===== config.mk =====
export PLATFORM = sky130hd
export DESIGN_NAME = sqa_cell
export DESIGN_NICKNAME = d
export VERILOG_FILES = /design/src/rtl/sqa_pkg.sv /design/src/rtl/sqa_cell.sv
export SDC_FILE = /design/constraint.sdc
export NUM_CORES = 1
export LEC_CHECK = 0
export ABC_AREA = 1
export BUFFER_PORTS_ARGS = -buffer_cell sky130_fd_sc_hd__buf_4
export CAP_MARGIN = 40
export CORE_MARGIN = 2
export CORE_UTILIZATION = 40
export DETAILED_ROUTE_END_ITERATION = 6
export PLACE_DENSITY = 0.71
export SETUP_SLACK_MARGIN = 0.15
export SLEW_MARGIN = 20
export SYNTH_ARGS = -nofsm -noshare
export SYNTH_HDL_FRONTEND = slang
export SYNTH_SLANG_ARGS = --single-unit

===== constraint.sdc =====
create_clock -name clk -period 0.9 [get_ports clk]
set_input_delay 0.09 -clock clk [delete_from_list [all_inputs] [get_ports clk]]
set_output_delay 0.09 -clock clk [all_outputs]
set_load 0.03 [all_outputs]

===== src/rtl/sqa_pkg.sv =====
// Shared types and constants for the saturating Q-format ALU.
// No dependencies.
`default_nettype none
package sqa_pkg;
    localparam int unsigned DivW = 48;   // dividend magnitude width
    localparam int unsigned DenW = 32;   // divisor magnitude width

    typedef enum logic [2:0] {
        OP_ADD  = 3'd0,
        OP_QMUL = 3'd1,
        OP_IMUL = 3'd2,
        OP_QDIV = 3'd3,
        OP_IDIV = 3'd4
    } op_t;

    typedef enum logic [1:0] {
        ST_OK   = 2'd0,
        ST_SAT  = 2'd1,
        ST_DIV0 = 2'd2
    } status_t;

    // Control carried alongside the divider cells
    typedef struct packed {
        logic       valid;
        logic [2:0] op;
        logic       neg;      // quotient sign
        logic       div0;
        logic       a_neg;
        logic signed [33:0] direct; // non-divide value, already final
    } ctl_t;

    // One cell: restoring divide step on magnitudes
    typedef struct packed {
        logic [DivW-1:0] rem;
        logic [DivW-1:0] quo;
        logic [DenW-1:0] den;
    } div_t;
endpackage
`default_nettype wire


===== src/rtl/sqa_cell.sv =====
// One stage of the divider chain: one quotient bit per cycle while advance is high.
// Depends on sqa_pkg.
`default_nettype none
module sqa_cell
    import sqa_pkg::*;
#(
    parameter int unsigned BIT = 0
) (
    input  wire  logic clk,
    input  wire  logic rst_n,
    input  wire  logic advance,
    input  wire  ctl_t ctl_in,
    input  wire  div_t dat_in,
    output ctl_t ctl_reg,
    output div_t dat_reg
);
    logic [DivW+DenW:0] part;
    logic [DivW+DenW:0] trial;
    div_t dat_next;

    always_comb
    begin
        // remainder holds the not-yet-consumed high dividend bits
        part  = {{(DenW+1){1'b0}}, dat_in.rem} >> BIT;
        trial = part - {{(DivW+1){1'b0}}, dat_in.den};
        dat_next = dat_in;
        if (!trial[DivW+DenW])
        begin
            dat_next.rem = dat_in.rem - (DivW'(dat_in.den) << BIT);
            dat_next.quo[BIT] = 1'b1;
        end
    end

    always_ff @(posedge clk or negedge rst_n)
    begin
        if (!rst_n)
            ctl_reg <= '0;
        else if (advance)
            ctl_reg <= ctl_in;
    end

    always_ff @(posedge clk)
    begin
        if (advance)
            dat_reg <= dat_next;
    end
endmodule
`default_nettype wire


Word level (Yosys, flattened, before mapping)
Cells that the tools add are included.
{"block": "totals", "out_inout_bits": 169, "register_bits": 169, "in_bits": 172, "elab_cells": 13}
{"block": "op_classes", "mux": 1, "add_sub_neg": 2}
{"operator": "$sub A48 B32 Y49", "count": 1}
{"operator": "$mux W48", "count": 1}
{"operator": "$sub A48 B32 Y48", "count": 1}

Longest topological paths before layout
Gate-level depths: netlist of the first run.
{"block": "depth", "ltp_word": 2, "depth_mapped": 16, "depth_no_buf": 16}

Worst setup path after synthesis of the first run
OpenSTA, ideal clock, no wires.
{"block": "synth_timing", "path_kind": "input port to flip-flop", "from": "input port dat_in[80] in the netlist's numbering", "to": "register dat_reg[111] in the netlist's numbering (data pin)", "arrival_time_ns": 1.625, "required_time_ns": 0.645, "path_buffers": 2, "setup_slack_ns": -0.981, "stages": 13, "setup_ns": 0.255, "path_cell_list": "inv_1 -> ha_1 -> fa_1 -> nor2_1 -> o21ai_1 -> nand2_1 -> nand2_1 -> a21oi_2 -> nor2_2 -> buf_6 -> buf_6 -> nand2_1 -> o21ai_2"}
{"element": "start: declaration", "line": "sqa_cell.sv:13", "rtl": "input wire div_t dat_in,"}
{"element": "end signal: assignment", "line": "sqa_cell.sv:45", "rtl": "dat_reg <= dat_next;"}
{"element": "end: declaration", "line": "sqa_cell.sv:15", "rtl": "output div_t dat_reg"}

==> impl_metrics.ini, run 1 <==
[outcome]
status = finished, violations left
violations = hold timing, setup timing

[drt]
met1_length_mm = 16.3
dr_wl_met3_mm = 2.77
wl_mm = 42.8
drt_iter0_drc = 818
routed_via_density = 4.99
ant_nets = 0
wl_met2_mm = 22.0
drc = 0
top_layer = met4
via_count = 10800
detail_route.first_pass.iterations = 6
wl_per_cell_um = 19.7

[synth]
synth_nets = 1329
yosysTopAreaCell = edfxtp_1
ys_types = 32
synth_top_area_share_pct = 40.1
yosysSeqAreaShare_pct = 50.9
ys.flop_type = edfxtp_1
avgSynthCellArea_um2 = 8.52
synth-async-reset-ratio_pct = 24.3
synth_warnings = 0
synth-edff-count = 128
synth_common_cells = nand2_1 (388), inv_1 (215), edfxtp_1 (128), nor2_1 (77), nand3_1 (47)
synthTopCellsByArea = edfxtp_1 (40%), nand2_1 (15%), dfrtp_1 (11%), inv_1 (8.4%), mux2_2 (4.8%)
synthCells = 1124
netlist_area_mm2 = 0.00958
ys_ff_latch = 169
yosys.cell_count.top_type = nand2_1

[floorplan]
num_rows = 56
io_pins = 341
die_x_um = 159
dieArea_mm2 = 0.0252
start_util_pct = 40.8
core_area_mm2 = 0.0235
die_h_um = 159

[cells_and_area]
layout.area.seq_mm2 = 0.00492
multi_input_area_mm2 = 0.00502
fillers = 1358
largest_reg_flops = 128
nets = 2043
drive_gt1_share_pct = 52.1
area_delta_synth_final_pct = 92.6

[timing]
period_share_pct = 189
period_needed_ps = 1700
drv_slew = 0
rsz0062_at_grt = true
worstMarginPinSlew_ps = 320
finClkSkew_ps = 0
whs_ps = -74.9
setup_viol_count_final = 229
fin_ws_ps = -798
hold_viol_final = 1
maxSlewHeadroom_pct = 78.5
fmax_mhz = 589
fin_tns_setup_ps = -65180

[power]
p_comb_share_pct = 35.3
p_int_mw = 17.7
power_frac_seq_pct = 36.4
power_leakage_nw = 8.70
p_sw_mw = 9.35
power_per_cell_area_mw_per_mm2 = 1470
ir_drop_v = 0.00130
swShare_pct = 34.6
power_mw = 27.1
pwr-share-clk_pct = 28.3

[global_routing]
grt_pass1_vias = 11000
grt_use_total_pct = 31.0
grt_max_degree = 35
grt_pass1_wl_mm = 60.9
antenna_found_initial = 0
grt-ovfl-total = 0

[hold_path]
hp-class = input pin to flop

[setup_path]
worst-path-buf-inv = 6
startpoint = dat_in[13]
crit_end = dat_reg[92]$_DFFE_PP_
cp_cell_sequence = buf_4 > inv_2 > ha_4 > nand2_4 > nor2_4 > inv_2 > nor3_4 > nand2_4 > a21oi_4 > nor2_4 > buf_6 > buf_6 > buf_16 > nand2_2 > o21ai_1
cpPeakStageDelay_ps = 290
cp-end-kind = flop
r2r_setup_slack_ps = -160
slowest_stage = ha_4
ff2ff_path_depth = 3
worstPathRequired_ps = 1100
cp_num_cells = 15
crit_arrival_ps = 1890
reg2reg_to = ctl_reg[2]$_DFFE_PN0P_
crit_path_max_fanout = 7
regToRegStartpoint = ctl_reg[2]$_DFFE_PN0P_
critical_path_class = input pin to flop
crit_family = simple AND/OR/NAND/NOR gates
critPathLaunchType = input pin

[clock_tree]
cts.path.max_buffers = 2
root_buffer = clkbuf_16
clk_pin_slew_ps = 80
cts_tree = yes
cts_buffers = 17
worstSkewPairLatency_ps = 440
ctsHtreeMaxLevel = 4
clock-sinks = 169

[place]
port_buffers = 340
hpwl_mm = 25.7
place_ws_ps = -1200
place.gp.congestion = 0.976

[flow_run]
max_cap_viol_count = 0
==> worst register-to-register path: stages (launching register included) <==
cell     delay, ps
dfrtp_2        440
buf_6          130
buf_6          100
mux2_4         270
==> stage by stage <==
step / area [um2] / utilization (%) / std cells
after detailed placement: 14300 / 60.9 / 1954
final: 18400 / 78.6 / 2171
after global placement: 14300 / 60.9 / 1954
after floorplan: 9990 / - / 1124
after global routing: 18400 / 78.6 / 2170
after CTS: 17800 / 75.7 / 2150
==> logic make-up after synthesis <==
group / share of synthesized area (%)
xor gates and xnor gates: 1.55
DFF: 50.9
adders and majority gates: 4.39
and+or+nand+nor: 24.6
muxes: 4.82
AOI/OAI and AO/OA: 3.96
buffers and inverters: 9.81
==> metal layers <==
| layer | global-route usage (%) | vias to the layer above |
|---|---|---|
| li1 | - | 4977 |
| met1 | 35.7 | 5145 |
| met2 | 57.1 | 568 |
| met3 | 6.45 | 147 |
| met4 | 10.3 | 0 |
| met5 | 0 | - |
==> repair_timing <==
item	4_1_cts	5_1_grt
gates cloned	5	0
hold buffers	143	1
pin swaps	34	21
gates resized for setup	331	150
endpoints found under the setup margin	259	259
endpoints found under the hold margin	185	2
setup buffers	16	19
==> cell type report <==
| cell class | instances | share of cell area, % |
|---|---|---|
| Timing Repair Buffer | 708 | 36.0 |
| Multi-Input combinational cell | 719 | 27.2 |
| Sequential cell | 169 | 26.7 |
| Inverter | 223 | 4.62 |
| Clock buffer | 17 | 2.31 |
| Tap cell | 319 | 2.16 |
| Clock inverter | 15 | 0.977 |
| Antenna cell | 1 | 0.0136 |
==> power by group through the flow <==
stage / registers [mW] / logic [mW] / clock network, mW
finish: 9.86 / 9.56 / 7.65
global route: 9.92 / 9.99 / 8.03
CTS: 9.77 / 8.70 / 7.72
detailed placement: 9.77 / 7.28 / 0
global placement: 9.76 / 7.22 / 0
floorplan: 11.3 / 2.14 / 0
==> how the worst min path moves through the flow <==
stage                     from                         to  cells past startpoint
floorplan                rst_n     ctl_reg[0]$_DFFE_PN0P_                      0
global placement         rst_n     ctl_reg[0]$_DFFE_PN0P_                      1
detailed placement       rst_n     ctl_reg[0]$_DFFE_PN0P_                      1
CTS                 dat_in[32]  dat_reg[32]$_SDFFCE_PN1P_                      2
global route        dat_in[32]  dat_reg[32]$_SDFFCE_PN1P_                      2
finish              dat_in[32]  dat_reg[32]$_SDFFCE_PN1P_                      2
==> cells in the final DEF, fill, tap and decap left out, drive strengths merged <==
master	netlist	routed
nor4	3	3
clkbuf	5	17
o21ai	26	26
buf	8	564
o21a	1	1
nand3	48	48
nand2	391	391
edfxtp	128	128
and2	3	3
clkinvlp	0	1
nand3b	10	10
inv	223	232
mux2	41	41
diode	0	1
a21oi	31	31
or2	5	5
nor3	11	11
dlygate4sd3	0	144
xor2	1	1
nor2	86	86
dfrtp	41	41
xnor2	16	16
clkinv	0	5
fa	1	1
ha	32	32
nand4	13	13
Power figures use the tool's default switching activity.
==> inputs of run 2 (changes only) <==
Settings changed: CORE_MARGIN 2 to unset, GPL_TIMING_DRIVEN set to 0.
==> impl_metrics.ini, run 2 (synthesis results as in run 1) <==
[floorplan]
core_area_mm2 = 0.0235
die_h_um = 157
die_x_um = 157
dieArea_mm2 = 0.0246
num_rows = 56
io_pins = 341
start_util_pct = 40.8

[drt]
met1_length_mm = 15.1
drt_iter0_drc = 638
via_count = 9924
wl_per_cell_um = 19.5
wl_met2_mm = 19.7
ant_nets = 0
detail_route.first_pass.iterations = 5
wl_mm = 39.4
drc = 0
top_layer = met4
routed_via_density = 4.91
dr_wl_met3_mm = 2.65

[timing]
rsz0062_at_grt = true
period_needed_ps = 1690
fmax_mhz = 593
finClkSkew_ps = 0
worstMarginPinSlew_ps = 534
fin_tns_setup_ps = -65780
period_share_pct = 187
setup_viol_count_final = 226
whs_ps = -75.0
drv_slew = 0
maxSlewHeadroom_pct = 64.4
hold_viol_final = 15
fin_ws_ps = -787

[cells_and_area]
final_common_cell = nand2_1
stdcell_area_mm2 = 0.0176
area_delta_synth_final_pct = 83.4
layout_common_cells = nand2_1 (282), buf_4 (190), buf_6 (186)
fillers = 1555
n_antenna_cell = 0
nets = 1895
fin_cells = 2022
drive_gt1_share_pct = 46.6
largest_reg_flops = 128

[place]
port_buffers = 340
dpl_cell_area_mm2 = 0.0130
dpl.cell_count = 1784
place.gp.congestion = 0.932
hpwl_mm = 24.3

[global_routing]
grt_use_total_pct = 29.3
grt_pass1_wl_mm = 53.5
grt_pass1_vias = 9781
grt_max_degree = 42
grt-ovfl-total = 0
antenna_found_initial = 0

[hold_path]
hp-class = input pin to flop

[clock_tree]
worstSkewPairLatency_ps = 440
cts.path.max_buffers = 2
cts_tree = yes
cts_buffers = 17
root_buffer = clkbuf_16
clk_pin_slew_ps = 80
ctsHtreeMaxLevel = 4
clock-sinks = 169

[outcome]
status = finished, violations left
violations = hold timing, setup timing

[power]
p_comb_share_pct = 33.0
p_int_mw = 17.2
pwr-share-clk_pct = 29.9
swShare_pct = 34.8
p_sw_mw = 9.18
power_leakage_nw = 8.16
power_per_cell_area_mw_per_mm2 = 1500
power_frac_seq_pct = 37.1
ir_drop_v = 0.00118

[setup_path]
worstPathRequired_ps = 1100
cp_cell_sequence = buf_4 > ha_4 > nand2_1 > nand2_1 > inv_1 > nand2_2 > nand2_2 > nand2_2 > nand2_2 > nand3_4 > nor2_4 > buf_6 > buf_8 > buf_12 > nor2_4 > nand2_1 > nand2_1
cpPeakStageDelay_ps = 260
crit_arrival_ps = 1890
r2r_setup_slack_ps = -120
critical_path_class = input pin to flop
slowest_stage = ha_4
critPathLaunchType = input pin
crit_path_max_fanout = 5
cp-end-kind = flop

[flow_run]
max_cap_viol_count = 0
run 2: changes by cell type in the layout (fill, tap and decap cells not counted), sizes merged:
cell	change
clkinvlp	-1
buf	-173
clkbuf	+11
diode	-1
dlygate4sd3	+10
clkinv	+4
bufbuf	+4
inv	-3
run 2: area by class of cell:
class                           instances  area (um2)  share of cell area, %
Buffer                                 13         211                   1.20
Clock buffer                           17         425                   2.42
Clock inverter                         15         211                   1.20
Inverter                              223         855                   4.87
Multi-Input combinational cell        719        5030                   28.6
Sequential cell                       169        4920                   28.0
Tap cell                              319         399                   2.27
Timing Repair Buffer                  547        5510                   31.4
run 2: per-layer routing:
layer,vias up,track usage [%]
li1,4670,-
met4,0,12.8
met2,418,52.1
met1,4721,33.9
met5,-,0
met3,115,6.04
run 2: final timing paths:
check,startpoint,endpoint,depth (start not counted)
worst max register to register,ctl_reg[21]$_DFFE_PN0P_,ctl_reg[21]$_DFFE_PN0P_,3
worst min-delay path,dat_in[32],dat_reg[32]$_SDFFCE_PN1P_,2
max in group asynchronous,rst_n,ctl_reg[6]$_DFFE_PN0P_,2
worst max-delay path,dat_in[99],dat_reg[102]$_DFFE_PP_,17
min in group asynchronous,rst_n,ctl_reg[25]$_DFFE_PN0P_,2
worst min register to register,ctl_reg[0]$_DFFE_PN0P_,ctl_reg[0]$_DFFE_PN0P_,1
run 2: stage by stage:
stage / power, mW / utilization (%) / setup WS, ps / hold slack, ps
6_report: 26.4 / 74.8 / -787 / -75.0
5_1_grt: 27.3 / 74.8 / -845 / -78.8
4_1_cts: 25.6 / 70.0 / -682 / -84.0
3_5_place_dp: 16.2 / 55.3 / -1340 / 88.7
3_3_place_gp: 16.1 / 55.1 / -1460 / 85.8
2_1_floorplan: 13.5 / - / -849 / -206
run 2: timing repair:
action,in CTS,in global routing
gates cloned,6,6
setup endpoints to repair,329,259
hold buffers,153,1
setup buffers,16,24
pin swaps,5,41
gates resized for setup,262,220
hold endpoints to repair,208,16
run 2: power by group through the flow:
stage,logic [mW],registers [mW],clock network [mW]
global route,9.18,9.86,8.28
floorplan,2.14,11.3,0
CTS,7.89,9.73,7.93
detailed placement,6.47,9.75,0
finish,8.71,9.79,7.88
global placement,6.41,9.73,0
run 2: worst max-delay path: cells and delay by family:
| kind | cells | cell delay (ps) |
|---|---|---|
| simple gates | 11 | 920 |
| buf+inv | 5 | 610 |
| fa+ha+maj | 1 | 260 |
==> inputs of run 3 (changes only) <==
Settings changed: RECOVER_POWER set to 50, SLEW_MARGIN 20 to unset.
==> impl_metrics.ini, run 3 (synthesis results as in run 1) <==
[hold_path]
hp-start = dat_in[32]
hold-path-cell-count = 2
hold_end = dat_reg[32]$_SDFFCE_PN1P_
hp-class = input pin to flop

[timing]
worstMarginPinSlew_ps = 1060
maxSlewHeadroom_pct = 29.5
period_share_pct = 186
period_needed_ps = 1670
fmax_mhz = 597
finClkSkew_ps = 0
drv_slew = 0
fin_ws_ps = -774
fin_tns_setup_ps = -78870
hold_viol_final = 1
rsz0062_at_grt = true
whs_ps = -76.8
setup_viol_count_final = 323

[drt]
detail_route.first_pass.iterations = 5
drt_iter0_drc = 637
via_count = 9919
routed_via_density = 4.91
ant_nets = 0
wl_per_cell_um = 19.5
drc = 0
wl_mm = 39.4

[power]
p_sw_mw = 9.18
power_per_cell_area_mw_per_mm2 = 1510
p_int_mw = 17.2
power_leakage_nw = 8.12
ir_drop_v = 0.00118
swShare_pct = 34.9
pwr-share-clk_pct = 29.9
p_comb_share_pct = 32.9
power_frac_seq_pct = 37.2

[setup_path]
cp_cell_sequence = buf_4 > ha_4 > nand2_1 > nand2_1 > inv_1 > nand2_2 > nand2_2 > nand2_2 > nand2_2 > nand3_4 > nor2_4 > buf_6 > buf_8 > buf_12 > nor2_4 > nand2_1 > nand2_1
crit_path_max_fanout = 5
crit_family = simple AND/OR/NAND/NOR gates
critPathLaunchType = input pin
slowest_stage = ha_4
regToRegStartpoint = ctl_reg[21]$_DFFE_PN0P_
worstPathRequired_ps = 1100
worst-path-buf-inv = 5
reg2reg_to = ctl_reg[21]$_DFFE_PN0P_
crit_arrival_ps = 1880
critical_path_class = input pin to flop
cpPeakStageDelay_ps = 260
r2r_setup_slack_ps = -120
cp-end-kind = flop
ff2ff_path_depth = 3

[clock_tree]
root_buffer = clkbuf_16
cts_tree = yes
cts.path.max_buffers = 2
clock-sinks = 169
clk_pin_slew_ps = 80
worstSkewPairLatency_ps = 440
cts_buffers = 17
ctsHtreeMaxLevel = 4

[global_routing]
grt_pass1_wl_mm = 53.5
grt_pass1_vias = 9781
grt_use_total_pct = 29.3
grt_max_degree = 42
grt-ovfl-total = 0
antenna_found_initial = 0

[place]
dpl.cell_count = 1784
place.gp.congestion = 0.932
port_buffers = 340
hpwl_mm = 24.3
place_ws_ps = -1340
dpl_cell_area_mm2 = 0.0130

[cells_and_area]
layout_common_cells = nand2_1 (282), buf_6 (186), buf_4 (184)
fillers = 1566
fin_cells = 2022
final_common_cell = nand2_1
nets = 1895
fin_util_pct = 74.5
n_antenna_cell = 0
stdcell_area_mm2 = 0.0175
drive_gt1_share_pct = 46.6
area_delta_synth_final_pct = 82.6
largest_reg_flops = 128

[floorplan]
num_rows = 56
dieArea_mm2 = 0.0246
die_h_um = 157
start_util_pct = 40.8
die_x_um = 157
core_area_mm2 = 0.0235
io_pins = 341

[flow_run]
max_cap_viol_count = 0

[outcome]
violations = hold timing, setup timing
status = finished, violations left
## run 3: area by class of cell
class	instances	area (um2)	share of cell area [%]
repair buffers	547	5430	31.1
multi-input cells	719	5030	28.8
flip-flops and latches	169	4920	28.1
inverters	223	855	4.89
clock buffers	17	425	2.43
well taps	319	399	2.28
clock inverters	15	211	1.21
plain buffers	13	211	1.21
## run 3: layer usage
layer	share of wire [%]	global-route usage, %	routed length [um]	vias up
li1	-	-	-	4671
met1	38	33.9	15100	4706
met3	6.8	6.04	2670	113
met5	0	0	0	-
met4	4.8	12.8	1890	0
met2	50	52.1	19700	429
## run 3: power groups by stage
stage / registers (mW) / clock network, mW / logic, mW
2_1_floorplan: 11.3 / 0 / 2.14
3_3_place_gp: 9.73 / 0 / 6.41
3_5_place_dp: 9.75 / 0 / 6.47
4_1_cts: 9.73 / 7.93 / 7.89
5_1_grt: 9.86 / 8.28 / 9.13
6_report: 9.80 / 7.88 / 8.66
## run 3: per-stage QoR
step | hold WS, ps | power (mW)
after detailed placement | 88.7 | 16.2
after floorplan | -206 | 13.5
final | -76.8 | 26.3
after global routing | -78.8 | 27.3
after global placement | 85.8 | 16.1
after CTS | -84.0 | 25.6
## run 3: how the worst max path moves through the flow
| stage | start | endpoint | depth (start not counted) |
|---|---|---|---|
| after floorplan | dat_in[80] | dat_reg[80]$_DFFE_PP_ | 13 |
| after global placement | advance | ctl_reg[14]$_DFFE_PN0P_ | 4 |
| after detailed placement | dat_in[80] | dat_reg[115]$_DFFE_PP_ | 14 |
| after CTS | dat_in[23] | dat_reg[114]$_DFFE_PP_ | 15 |
| after global routing | dat_in[17] | dat_reg[102]$_DFFE_PP_ | 18 |
| final | dat_in[99] | dat_reg[102]$_DFFE_PP_ | 17 |
## run 3: timing repair
item                       CTS  global route
gates resized for setup    262           220
setup endpoints to repair  329           259
pin swaps                    5            41
hold endpoints to repair   208            16
hold buffers               153             1
setup buffers               16            24
gates cloned                 6             6
